## src/hdl/pqte_pkg.sv

```systemverilog
// Shared types, constants and helper functions for the piecewise quintic trajectory evaluator.
// Used by pqte_front, pqte_queue, pqte_back and the top level; depends on nothing.
package pqte_pkg;

	localparam int MaxPieces = 16;
	localparam int Dims      = 3;
	localparam int NCoef     = 6;
	localparam int CoefDepth = MaxPieces * NCoef * Dims;
	localparam int CoefAw    = $clog2(CoefDepth);

	// Command codes of an input beat.
	localparam logic [1:0] CMD_LOAD_COEF = 2'd0;
	localparam logic [1:0] CMD_LOAD_DUR  = 2'd1;
	localparam logic [1:0] CMD_EVAL      = 2'd2;

	localparam logic [2:0] ORDER_MAX = 3'd4;
	localparam logic [2:0] TOP_POWER = 3'd5;

	localparam logic signed [47:0] SMAX48 = 48'sh7FFF_FFFF_FFFF;
	localparam logic signed [47:0] SMIN48 = 48'sh8000_0000_0000;

	typedef enum logic [1:0] {
		OP_COEF,
		OP_DUR,
		OP_EVAL
	} op_t;

	// One classified work item as it travels from the front to the back.
	typedef struct packed {
		op_t                op;
		logic               wr_ok;
		logic [3:0]         piece;
		logic [CoefAw-1:0]  coef_addr;
		logic [47:0]        data;
		logic [31:0]        qtime;
		logic [2:0]         order;
	} item_t;

	// Flat address of coefficient k of one piece and dimension.
	function automatic logic [CoefAw-1:0] coef_addr(input logic [3:0] piece,
		input logic [2:0] k, input logic [1:0] dim);
		coef_addr = CoefAw'(piece) * CoefAw'(NCoef * Dims) + CoefAw'(k) * CoefAw'(Dims)
			+ CoefAw'(dim);
	endfunction

	// Derivative factor k!/(k-d)! for k >= d, zero below.
	function automatic logic [6:0] dfac(input logic [2:0] d, input logic [2:0] k);
		logic [6:0] f;
		f = 7'd0;
		case (d)
			3'd0: f = 7'd1;
			3'd1: f = 7'(k);
			3'd2: f = (k >= 3'd2) ? 7'(k) * 7'(k - 3'd1) : 7'd0;
			3'd3: f = (k >= 3'd3) ? 7'(k) * 7'(k - 3'd1) * 7'(k - 3'd2) : 7'd0;
			3'd4: f = (k == 3'd4) ? 7'd24 : ((k == 3'd5) ? 7'd120 : 7'd0);
			default: f = 7'd0;
		endcase
		dfac = f;
	endfunction

	// Clamp a wide signed value to the signed 48-bit range.
	function automatic logic signed [47:0] sat48(input logic signed [55:0] v);
		logic signed [47:0] r;
		if (v > 56'(SMAX48))
			r = SMAX48;
		else if (v < 56'(SMIN48))
			r = SMIN48;
		else
			r = v[47:0];
		sat48 = r;
	endfunction

endpackage

```

## src/hdl/pqte_front.sv

```systemverilog
// Front end: accepts input beats, classifies them and prepares queue items.
// Depends on pqte_pkg.
module pqte_front (
	input  logic                 start,
	input  logic                 busy,
	input  logic [1:0]           cmd,
	input  logic [3:0]           piece_sel,
	input  logic [2:0]           coeff_sel,
	input  logic [1:0]           dim_sel,
	input  logic signed [47:0]   load_value,
	input  logic [31:0]          query_time,
	input  logic [2:0]           deriv_order,
	output logic                 push,
	output pqte_pkg::item_t      item
);

	logic accept;

	assign accept = start && !busy;

	// Classify the beat; the unused command code produces no item.
	always_comb begin
		item           = '0;
		item.piece     = piece_sel;
		item.qtime     = query_time;
		item.order     = (deriv_order > pqte_pkg::ORDER_MAX) ? 3'd0 : deriv_order;
		item.coef_addr = pqte_pkg::coef_addr(piece_sel, coeff_sel, dim_sel);
		push           = 1'b0;
		case (cmd)
			pqte_pkg::CMD_LOAD_COEF: begin
				item.op    = pqte_pkg::OP_COEF;
				item.wr_ok = (coeff_sel < 3'(pqte_pkg::NCoef)) && (dim_sel < 2'(pqte_pkg::Dims));
				item.data  = load_value;
				push       = accept;
			end
			pqte_pkg::CMD_LOAD_DUR: begin
				item.op    = pqte_pkg::OP_DUR;
				item.wr_ok = 1'b1;
				// Durations are clamped into the unsigned 32-bit range.
				if (load_value < 48'sd0)
					item.data = 48'd0;
				else if (load_value > 48'sh0000_FFFF_FFFF)
					item.data = 48'h0000_FFFF_FFFF;
				else
					item.data = load_value;
				push = accept;
			end
			pqte_pkg::CMD_EVAL: begin
				item.op = pqte_pkg::OP_EVAL;
				push    = accept;
			end
			default: push = 1'b0;
		endcase
	end

endmodule

```

## config.mk

```make
export PLATFORM = sky130hd
export DESIGN_NAME = pqte_front
export DESIGN_NICKNAME = d
export VERILOG_FILES = /design/src/hdl/pqte_pkg.sv /design/src/hdl/pqte_front.sv
export SDC_FILE = /design/constraint.sdc
export NUM_CORES = 1
export LEC_CHECK = 0
export ABC_CLOCK_PERIOD_IN_PS = 2220
export BUFFER_PORTS_ARGS = -buffer_cell sky130_fd_sc_hd__buf_2
export CORE_AREA = 2 2 77 79
export DETAILED_ROUTE_END_ITERATION = 10
export DIE_AREA = 0 0 79 81
export GPL_ROUTABILITY_DRIVEN = 1
export PLACE_DENSITY_LB_ADDON = 0.2
export SYNTH_ARGS = -nofsm -noshare
export SYNTH_HDL_FRONTEND = slang
export SYNTH_SLANG_ARGS = --single-unit
export TNS_END_PERCENT = 10
```

## constraint.sdc

```tcl
create_clock -name vclk -period 2.22
set_clock_uncertainty 0.2 [all_clocks]
set_input_delay 0.111 -clock vclk [all_inputs]
set_output_delay 0.111 -clock vclk [all_outputs]
set_load 0.02 [all_outputs]
```

==> qor.log <==
INFO  die            floorplan.die.height=81um
INFO  sta            max_freq=461.5MHz
INFO  power_and_ir_drop swShare=55.75%
INFO  grt            grt_pass1_vias=1279
INFO  setup_path     timing_worst_setup_path_type=primary input to output pin
INFO  grt            global_route.overflow_total=0
INFO  synthesis      synth_seq_area_share=0%
INFO  placement      postPlaceCellArea=1787um^2
INFO  synthesis      netlist_instances=164
INFO  die            die_width=79um
INFO  final_layout   design_area=1841um^2
INFO  setup_path     cp_data_arrival_time=1860ps
INFO  placement      numPortBuffers=132
INFO  power_and_ir_drop total_power=0.5766mW
INFO  power_and_ir_drop clock_power_share=0%
INFO  synthesis      synth_area=1199um^2
INFO  sta            number_of_failing_hold_endpoints_at_the_final_stage=0
INFO  power_and_ir_drop power.density_cell_area=313.3nW/um^2
INFO  die            die_area=6399um^2
INFO  power_and_ir_drop ir_drop=0.0001727V
INFO  detailed_routing drt-total-wl=4156um
INFO  die            io_pins=196
INFO  setup_path     critical_path.startpoint_type=primary input
INFO  synthesis      yosysWarnings=0
INFO  clocking       cts_hold_buffers=0
INFO  detailed_routing drc=0
INFO  sta            ratio_of_final_minimum_period_to_clock_period=97.60%
INFO  sta            period_minus_slack=2167ps
INFO  sta            rsz0062_at_grt=true
INFO  sta            max_slew.worst_pin.slew=303.4ps
INFO  final_layout   post-route-util=32.43%
INFO  sta            hold-worst-slack=22.01ps
INFO  grt            grt_first_pass_wirelength=5761um
INFO  power_and_ir_drop internal_power=0.2551mW
INFO  detailed_routing vias=1504
INFO  power_and_ir_drop share_comb_of_total_power=100.0%
INFO  setup_path     wp_data_required=1910ps
INFO  final_layout   syn_to_final_growth=53.55%
INFO  final_layout   design.seq.count=0
INFO  final_layout   clock_buffer_count=0
INFO  sta            setup_tns=0ps
INFO  detailed_routing drt_first_iter_violations=21
INFO  die            initial_core_util=21.12%
INFO  clocking       cts.repair_timing.setup_buffer_count=0
INFO  job            drv.max_cap_violation_count=0
INFO  synthesis      synth_net_count=273
INFO  die            core_footprint=5675um^2
INFO  final_layout   antenna-diode-count=0
INFO  sta            maxSlewViolCount=0
INFO  grt            antenna_found_initial=0
INFO  min_path       hold_path_class=primary input to output pin
INFO  detailed_routing number_of_detailed_routing_iterations_run_before_antenna_repair=2
INFO  synthesis      post_synth.cell_area_avg=7.309um^2
INFO  final_layout   nets=383
INFO  synthesis      yosysUniqueCellTypes=29
INFO  placement      globalplace.congestion=0.7819
INFO  die            row_count=28
INFO  grt            largest_net_degree_at_the_start_of_global_routing=33
INFO  power_and_ir_drop power.sequential.fraction=0%
INFO  final_layout   area_used_by_sequential_logic_in_the_layout=0um^2
INFO  sta            worst_slew_margin_relative_to_its_limit=79.59%
INFO  placement      dp_hpwl=3553um
INFO  power_and_ir_drop p_leak=1.020nW
INFO  detailed_routing wire_per_inst=11.98um
INFO  detailed_routing antenna_violating_nets_post_route=0
INFO  final_layout   drive_gt1_share=60.66%
INFO  status         status=finished, final reports clean
INFO  setup_path     worstSetupEndpointType=output pin
INFO  power_and_ir_drop power.net_switching=0.3214mW
INFO  setup_path     crit_fanout=3
INFO  sta            finalSetupViolCount=0
INFO  detailed_routing vias_per_cell=4.334
INFO  grt            grt.total_usage=10.68%
## cell families (layout without fill, tap and decap cells)
kind of cell	after synthesis	count (layout)	synth area share (%)
AOI/OAI and AO/OA	52	52	29.54
adders and majority gates	13	13	15.45
xor gates and xnor gates	5	5	3.654
buffers and inverters	46	154	27.77
and+or+nand+nor	47	47	22.76
muxes	1	1	0.8351
## Yosys cell counts, types with 2 or more instances
master                     count  area, um^2
sky130_fd_sc_hd__nor2_1        5       18.77
sky130_fd_sc_hd__and2_1       15       93.84
sky130_fd_sc_hd__fa_1          3       60.06
sky130_fd_sc_hd__o21ai_0       4       20.02
sky130_fd_sc_hd__nand4_1       3       18.77
sky130_fd_sc_hd__nor4_1        4       25.02
sky130_fd_sc_hd__xnor2_1       3       26.28
sky130_fd_sc_hd__clkbuf_1      3       11.26
sky130_fd_sc_hd__buf_4        36       270.3
sky130_fd_sc_hd__o21a_1       32       240.2
sky130_fd_sc_hd__nor3b_1       3       22.52
sky130_fd_sc_hd__ha_1         10       125.1
sky130_fd_sc_hd__nor2b_1       5       31.28
sky130_fd_sc_hd__nand3_1       2       10.01
sky130_fd_sc_hd__xor2_1        2       17.52
sky130_fd_sc_hd__o211ai_1      2       15.01
sky130_fd_sc_hd__nand2b_1      2       12.51
sky130_fd_sc_hd__a21oi_1      11       55.05
sky130_fd_sc_hd__inv_1         2       7.510
sky130_fd_sc_hd__buf_6         3       33.78
sky130_fd_sc_hd__nand2_1       6       22.52
## final timing paths
kind | slack, ps | cells past startpoint | start | end
hold / removal | 20 | 0 | query_time[9] | item[12]
setup / recovery | 50 | 8 | dim_sel[1] | item[88]
## cell usage in the layout (no fill, tap or decap), drive strengths merged
master  netlist  routed
and3b         1       1
nor2b         5       5
xor2          2       2
a21oi        11      11
a211oi        1       1
fa            3       3
and2         15      15
ha           10      10
xnor2         3       3
nand2b        2       2
nand4         3       3
buf          40     152
nor3b         3       3
inv           2       2
o211ai        2       2
nand3         2       2
nor2          5       5
or3b          1       1
nor4          4       4
o21a         32      32
nand2         6       6
o311ai        1       1
a21o          1       1
mux2i         1       1
o21ai         4       4
## power groups by stage
stage               Combinational, mW  Clock, mW  Sequential, mW
floorplan                       0.409          0               0
finish                          0.577          0               0
detailed placement              0.547          0               0
global placement                0.549          0               0
CTS                             0.554          0               0
global route                    0.632          0               0
## critical path, stage by stage
cell and delay [ps]:
sky130_fd_sc_hd__buf_2 120, sky130_fd_sc_hd__fa_2 600, sky130_fd_sc_hd__ha_1 250, sky130_fd_sc_hd__a21oi_2 210, sky130_fd_sc_hd__o211ai_1 110, sky130_fd_sc_hd__a21oi_1 170, sky130_fd_sc_hd__xnor2_1 140, sky130_fd_sc_hd__buf_4 160
## through the flow
stage               std cells  worst slack (ps)
detailed placement        347            -97.58
global placement          347            -68.19
finish                    347             53.33
floorplan                 164             117.2
global route              347            -25.73
CTS                       347            -9.947
## cell type report
cell class         instances  area [um^2]
well taps                 75        93.84
repair buffers           152        820.8
multi-input cells        118        918.4
inverters                  2        7.507
fillers                  628         3835
## per-layer routing
| metal | global-route usage (%) | vias to the layer above | wire (um) |
|---|---|---|---|
| met1 | 11.35 | 648 | 1560 |
| met4 | 0.6897 | 0 | 17 |
| met5 | 0 | - | 0 |
| met3 | 4.333 | 2 | 567 |
| met2 | 20.68 | 98 | 2011 |
| li1 | - | 756 | - |
## timing repair
action | 4_1_cts | 5_1_grt
gates cloned | 0 | 0
pin swaps | 0 | 7
setup endpoints to repair | 3 | 5
gates resized for setup | 4 | 13
Power figures use the tool's default switching activity.
