[config.mk]
export PLATFORM = sky130hd
export DESIGN_NAME = pqte_queue
export DESIGN_NICKNAME = d
export VERILOG_FILES = /design/src/hdl/pqte_pkg.sv /design/src/hdl/pqte_queue.sv
export SDC_FILE = /design/constraint.sdc
export NUM_CORES = 1
export LEC_CHECK = 0
export BUFFER_PORTS_ARGS = -buffer_cell sky130_fd_sc_hd__buf_2
export CORE_MARGIN = 10
export CORE_UTILIZATION = 40
export DETAILED_ROUTE_END_ITERATION = 12
export GPL_ROUTABILITY_DRIVEN = 0
export PLACE_DENSITY = 0.68
export SLEW_MARGIN = 5
export SYNTH_ARGS = -nofsm -noshare
export SYNTH_HDL_FRONTEND = slang
export SYNTH_SLANG_ARGS = --single-unit
[constraint.sdc]
create_clock -name clk -period 5.8 [get_ports clk]
set_input_delay 0.58 -clock clk [delete_from_list [all_inputs] [get_ports clk]]
set_output_delay 0.58 -clock clk [all_outputs]
set_load 0.005 [all_outputs]
[src/hdl/pqte_pkg.sv]
// Shared types, constants and helper functions for the piecewise quintic trajectory evaluator.
// Used by pqte_front, pqte_queue, pqte_back and the top level; depends on nothing.
package pqte_pkg;

	localparam int MaxPieces = 16;
	localparam int Dims      = 3;
	localparam int NCoef     = 6;
	localparam int CoefDepth = MaxPieces * NCoef * Dims;
	localparam int CoefAw    = $clog2(CoefDepth);

	// Command codes of an input beat.
	localparam logic [1:0] CMD_LOAD_COEF = 2'd0;
	localparam logic [1:0] CMD_LOAD_DUR  = 2'd1;
	localparam logic [1:0] CMD_EVAL      = 2'd2;

	localparam logic [2:0] ORDER_MAX = 3'd4;
	localparam logic [2:0] TOP_POWER = 3'd5;

	localparam logic signed [47:0] SMAX48 = 48'sh7FFF_FFFF_FFFF;
	localparam logic signed [47:0] SMIN48 = 48'sh8000_0000_0000;

	typedef enum logic [1:0] {
		OP_COEF,
		OP_DUR,
		OP_EVAL
	} op_t;

	// One classified work item as it travels from the front to the back.
	typedef struct packed {
		op_t                op;
		logic               wr_ok;
		logic [3:0]         piece;
		logic [CoefAw-1:0]  coef_addr;
		logic [47:0]        data;
		logic [31:0]        qtime;
		logic [2:0]         order;
	} item_t;

	// Flat address of coefficient k of one piece and dimension.
	function automatic logic [CoefAw-1:0] coef_addr(input logic [3:0] piece,
		input logic [2:0] k, input logic [1:0] dim);
		coef_addr = CoefAw'(piece) * CoefAw'(NCoef * Dims) + CoefAw'(k) * CoefAw'(Dims)
			+ CoefAw'(dim);
	endfunction

	// Derivative factor k!/(k-d)! for k >= d, zero below.
	function automatic logic [6:0] dfac(input logic [2:0] d, input logic [2:0] k);
		logic [6:0] f;
		f = 7'd0;
		case (d)
			3'd0: f = 7'd1;
			3'd1: f = 7'(k);
			3'd2: f = (k >= 3'd2) ? 7'(k) * 7'(k - 3'd1) : 7'd0;
			3'd3: f = (k >= 3'd3) ? 7'(k) * 7'(k - 3'd1) * 7'(k - 3'd2) : 7'd0;
			3'd4: f = (k == 3'd4) ? 7'd24 : ((k == 3'd5) ? 7'd120 : 7'd0);
			default: f = 7'd0;
		endcase
		dfac = f;
	endfunction

	// Clamp a wide signed value to the signed 48-bit range.
	function automatic logic signed [47:0] sat48(input logic signed [55:0] v);
		logic signed [47:0] r;
		if (v > 56'(SMAX48))
			r = SMAX48;
		else if (v < 56'(SMIN48))
			r = SMIN48;
		else
			r = v[47:0];
		sat48 = r;
	endfunction

endpackage

[src/hdl/pqte_queue.sv]
// Two-entry queue between the front and the back end.
// Depends on pqte_pkg for the item type.
module pqte_queue (
	input  logic                 clk,
	input  logic                 arst_n,
	input  logic                 push,
	input  pqte_pkg::item_t      push_item,
	input  logic                 pop,
	output logic                 full,
	output logic                 not_empty,
	output pqte_pkg::item_t      head
);

	pqte_pkg::item_t slot_q [2];
	logic            wr_ptr_q;
	logic            rd_ptr_q;
	logic [1:0]      count_q;

	assign full      = (count_q == 2'd2);
	assign not_empty = (count_q != 2'd0);
	assign head      = slot_q[rd_ptr_q];

	// Pointers and fill level.
	always_ff @(posedge clk or negedge arst_n) begin
		if (!arst_n) begin
			wr_ptr_q <= 1'b0;
			rd_ptr_q <= 1'b0;
			count_q  <= 2'd0;
		end else begin
			if (push)
				wr_ptr_q <= !wr_ptr_q;
			if (pop)
				rd_ptr_q <= !rd_ptr_q;
			if (push && !pop)
				count_q <= count_q + 2'd1;
			else if (pop && !push)
				count_q <= count_q - 2'd1;
		end
	end

	// Item storage.
	always_ff @(posedge clk) begin
		if (push)
			slot_q[wr_ptr_q] <= push_item;
	end

endmodule

==> results.ini, run 1 <==
[floorplan]
fp.dieArea_um2 = 25580
die_x_um = 159.9
num_io_pins = 204
rows = 51
start_util_pct = 40.51
fp.coreArea_um2 = 19330
die_h_um = 159.9

[worst_setup_path]
crit_type = reg -> out
critPathRequiredTime_ps = 5220
r2r_setup_slack_ps = 3650
arrival_ps = 2550
crit_fanout = 37
start_kind = flop
worstRegToRegCells = 2
reg2reg_from = wr_ptr_q
worstSetupEndpointType = primary output
r2r-end = slot_q[1][0]

[clocking]
cts_made_buffers = 21
clk_latency_ps = 490
clockBufferDepth = 3
clkTransAtPathRegs_ps = 60
post_cts_buffers = 0
cts_resized = 0
cts_max_level = 1
cts_tree = built
cts_num_sinks = 202
cts_root_buffer = clkbuf_16

[power_and_ir_drop]
power.density_nw_per_um2 = 481.7
p_leak_nw = 3.930
peakVddDrop_mv = 0.2530
finalPower_mw = 4.670

[outcome]
status = finished clean

[sta]
hold_viol = 0
skew_ps = 18.43
post-route-period-util_pct = 53.98
slew_violations = 0
slew_headroom_pct = 43.99
setup_tns_ps = 0
tightest_slew_ps = 840.2
fmax_ghz = 0.3194
fin_crit_ps = 3131
setup_viol = 0
rsz0062_at_grt = false

[final_layout]
diodes = 0
seq_area_um2 = 6050
multiInputGateArea_um2 = 1582
nNetsFinal = 649
drive_gt1_share_pct = 61.61
area_growth_pct = 23.79
finalInstanceArea_um2 = 9696
fillers = 1578

[drt]
routed_via_density = 4.522
wl_um = 15160
drc = 0
drt_iter0_drc = 147
routedWlPerCell_um = 18.38
drt_first_pass_iters = 4
ant_nets = 0
vias = 3731

[place]
port_buffers = 203
placed_cell_area_um2 = 9020
place_hpwl_um = 10630

[global_route]
grt_pass1_wl_um = 23450
antenna_found_initial = 1
grt.overflow.total = 0
grt_pass1_vias = 4234
grt_max_degree = 61
track_usage_pct = 11.38

[hold_path]
worstHoldStart = push_item[40]
hp-class = in -> reg
min_to = slot_q[1][40]
hold_path_depth = 1

[synthesis]
synth_cell_types = 13
syn_area_um2 = 7833
synth_fp_nets = 428
syn_area_per_cell_um2 = 24.17
synth-seq-cells = 202
netlist_instances = 324
ys_warn_count = 0
synthFlopType = edfxtp_1
async_reset_ff_share_pct = 1.980
synth-seq-area-share_pct = 77.19
synth-edff-count = 198

[job]
cap_viol_max_count = 0

-- routing by layer --
layer	vias up	track usage, %	part of all wire, %
li1	1731	-	-
met1	1811	12.90	40
met2	147	19.12	49
met3	40	4.473	8.6
met4	2	4.048	2.6
met5	-	0	0.086
-- layout make-up --
cell class | count | share of cell area (%)
well taps | 265 | 3.420
multi-input cells | 110 | 16.31
clock inverters | 16 | 1.407
clock buffers | 22 | 5.459
flip-flops and latches | 202 | 62.40
repair buffers | 209 | 10.97
inverters | 1 | 0.03871
-- logic make-up after synthesis --
group / count (synthesis) / synth area share [%]
xor+xnor: 5 / 0.5591
fa+ha+maj: 1 / 0.1597
buf+inv: 12 / 2.748
mux: 99 / 18.98
simple gates: 5 / 0.3674
flops: 202 / 77.19
-- critical path: stages, from the launching register on --
cell and delay [ps]:
dfrtp_4 830, buf_4 670, mux2_4 360, buf_2 130
-- worst max path at each step --
stage	endpoint	cells after the start	slack, ps	start
3_5_place_dp	head[33]	3	3160	rd_ptr_q
4_1_cts	head[33]	3	2620	rd_ptr_q
5_1_grt	head[32]	3	2540	rd_ptr_q
3_3_place_gp	head[33]	3	3180	rd_ptr_q
2_1_floorplan	slot_q[0][0]	1	340	push
6_report	head[37]	3	2670	rd_ptr_q
-- metrics by stage --
stage	setup slack, ps	hold WS [ps]	cells	utilization (%)
after floorplan	341.1	284.4	324	-
after global placement	3175	387.7	786	46.65
after detailed placement	3164	388.0	786	46.65
after CTS	2619	246.6	825	50.15
after global routing	2544	255.0	825	50.15
final	2669	274.8	825	50.15
-- Yosys cell counts, types with 2 or more instances --
cell type | count | area, µm²
edfxtp_1 | 198 | 5946
xor2_1 | 4 | 35.03
dfrtp_1 | 4 | 100.1
nor2b_1 | 2 | 12.51
mux2_4 | 99 | 1486
buf_12 | 10 | 200.2
-- layout by cell type (no fill, tap or decap) --
cell type / n
clkinv_2: 8
xor2_1: 4
nor2_1: 1
ha_1: 1
nor2b_4: 1
clkbuf_1: 1
dfrtp_4: 1
edfxtp_1: 198
clkinv_4: 1
clkinv_1: 3
bufinv_16: 2
mux2_4: 99
and2_4: 1
or2_2: 1
clkbuf_16: 21
buf_4: 5
buf_2: 203
dlygate4sd3_1: 1
inv_6: 1
xnor2_1: 1
inv_1: 1
nor2b_1: 1
clkinvlp_4: 1
dfrtp_1: 3
-- report_power, final --
part           internal [mW]  switching [mW]
logic                  0.741           0.576
registers               1.94           0.135
clock network          0.754           0.522
total                   3.44            1.23
-- timing repair --
action                     4_1_cts  5_1_grt
hold endpoints to repair         4        0
setup endpoints to repair        0        0
hold buffers                     1        0
-- registers in the layout, indices dropped and copies added (netlist names) --
signal and flops:
slot_q 198, count_q 2, rd_ptr_q 1, wr_ptr_q 1
(Power assumes the default switching activity.)
==> inputs of run 2 (changes only) <==
==> constraint.sdc (replaced) <==
create_clock -name clk -period 3.1 [get_ports clk]
set_input_delay 0.31 -clock clk [delete_from_list [all_inputs] [get_ports clk]]
set_output_delay 0.31 -clock clk [all_outputs]
set_load 0.005 [all_outputs]
==> run 2 against run 1 <==
Against the previous run: first-iteration DRC count rose by 27%; worst setup slack got worse by 1800 ps; sequential power rose by 84%; sequential share of layout area fell by 0.69 points; worst hold slack got worse by 250 ps; clock skew fell by 10 ps; via count rose by 1.5%; critical path type unchanged.
==> results.ini, run 2 (synthesis gave the netlist of run 1 again) <==
[worst_setup_path]
crit_type = reg -> out
worstSetupEndpointType = primary output
start_kind = flop
crit_fanout = 50  ; +35%
critPathRequiredTime_ps = 2790  ; -2430 ps
arrival_ps = 1960  ; -590 ps

[final_layout]
final_cell_mix = buf_2, edfxtp_1, mux2_4, clkbuf_16, dlygate4sd3_1
nNetsFinal = 659  ; +1.5%
reg.largest.list = slot_q x198, count_q x2
largest_register_ffs = 198  ; unchanged
regMostFlops = slot_q
post-route-util_pct = 50.71  ; +0.56 points
final_common_cell = buf_2
drive_gt1_share_pct = 59.36  ; -2.2 points
fillers = 1568  ; -0.63%
area_growth_pct = 25.18

[sta]
hold_viol = 0  ; unchanged
fmax_ghz = 0.4406
tightest_slew_ps = 602.5  ; -237.6 ps
slew_violations = 0  ; unchanged
setup_ws_ps = 830.3  ; -1839 ps
setup_tns_ps = 0  ; unchanged
timing.hold.ws_ps = 20.45  ; -254.3 ps
fin_crit_ps = 2270
skew_ps = 7.946  ; -10.49 ps
post-route-period-util_pct = 73.22
slew_headroom_pct = 59.83  ; +16 points
rsz0062_at_grt = false
setup_viol = 0  ; unchanged

[drt]
drc = 0  ; unchanged
routedWlPerCell_um = 18.55  ; +0.92%
ant_nets = 0  ; unchanged
routed_via_density = 4.550  ; +0.62%
drt_first_pass_iters = 4  ; unchanged
vias = 3786  ; +1.5%
wl_um = 15430  ; +1.8%
drt_iter0_drc = 186  ; +27%

[floorplan]
die_x_um = 159.9  ; unchanged
fp.coreArea_um2 = 19330  ; unchanged
fp.dieArea_um2 = 25580  ; unchanged
num_io_pins = 204  ; unchanged
die_h_um = 159.9  ; unchanged
rows = 51  ; unchanged
start_util_pct = 40.51  ; unchanged

[power_and_ir_drop]
power.switching_mw = 2.257  ; +83%
power_frac_clock_pct = 26.2  ; -1.1 points
peakVddDrop_mv = 0.4667  ; +84%
switching_share_pct = 25.98  ; -0.43 points
p_leak_nw = 3.959  ; +0.74%
seq_power_share_pct = 43.9  ; -0.6 points
power.density_nw_per_um2 = 886.1  ; +84%
comb_power_share_pct = 29.9  ; +1.7 points
power.internal_mw = 6.431  ; +87%

[place]
dp_slack_ps = 1312  ; -1852 ps
port_buffers = 203  ; unchanged

[clocking]
clkTransAtPathRegs_ps = 60  ; about the same
cts_num_sinks = 202  ; unchanged
cts_tree = built
clockBufferDepth = 3  ; unchanged
clk_latency_ps = 480  ; about the same
cts_max_level = 1  ; unchanged
cts_root_buffer = clkbuf_16
cts_made_buffers = 21  ; unchanged
cts_resized = 0  ; unchanged

[global_route]
grt.overflow.total = 0  ; unchanged
track_usage_pct = 11.55  ; +0.17 points
grt_pass1_wl_um = 23810  ; +1.6%
grt_pass1_vias = 4250  ; +0.38%
antenna_found_initial = 3  ; +2
grt_max_degree = 100  ; +64%

[job]
cap_viol_max_count = 0  ; unchanged

[hold_path]
hp-class = in -> reg

[outcome]
status = finished clean

-- run 2: per-stage QoR --
stage               area, µm²  instances  power, mW
floorplan                7841        324      5.748
global placement         9070        786      6.464
detailed placement       9070        786      6.536
CTS                      9802        831      8.853
global route             9804        832      9.159
finish                   9804        832      8.688
-- run 2: final timing paths --
check	endpoint	slack, ps	startpoint	cells past startpoint
setup / recovery	head[83]	830	rd_ptr_q	3
hold / removal	slot_q[0][30]	20	push_item[30]	1
setup reg to reg	slot_q[1][53]	1440	wr_ptr_q	2
hold reg to reg	count_q[1]	480	count_q[1]	1
max in group asynchronous	rd_ptr_q	2780	arst_n	2
min in group asynchronous	wr_ptr_q	180	arst_n	2
-- run 2: worst max-delay path: stages (launching register included) --
cell and delay (ps):
dfrtp_4 580, buf_12 360, mux2_4 330, buf_2 140
-- run 2: metal layers --
metal / vias up / global-route usage [%] / part of all wire, %
li1: 1752 / - / -
met4: 4 / 3.631 / 2.3
met3: 34 / 4.602 / 8.8
met5: - / 0 / 0.17
met2: 141 / 19.60 / 50
met1: 1855 / 13.07 / 39
-- run 2: final cells by class --
cell class,instances,area (µm²),area share [%]
tap,265,331.6,3.382
clock buffer,27,568.0,5.794
antenna,1,2.502,0.02552
timing repair buffer,219,1214,12.38
multi-input combinational,110,1582,16.13
clock inverter,7,53.80,0.5487
inverter,1,3.754,0.03828
sequential,202,6050,61.70
-- run 2: power groups by stage --
| stage | sequential [mW] | combinational (mW) | clock, mW |
|---|---|---|---|
| 2_1_floorplan | 3.80 | 1.95 | 0 |
| 3_3_place_gp | 3.85 | 2.61 | 0 |
| 3_5_place_dp | 3.88 | 2.65 | 0 |
| 4_1_cts | 3.83 | 2.67 | 2.35 |
| 5_1_grt | 3.87 | 2.80 | 2.48 |
| 6_report | 3.82 | 2.60 | 2.27 |
-- run 2: timing repair --
item                      4_1_cts  5_1_grt
buffers inserted                0        0
hold buffers                   11        0
hold endpoints to repair       20        0
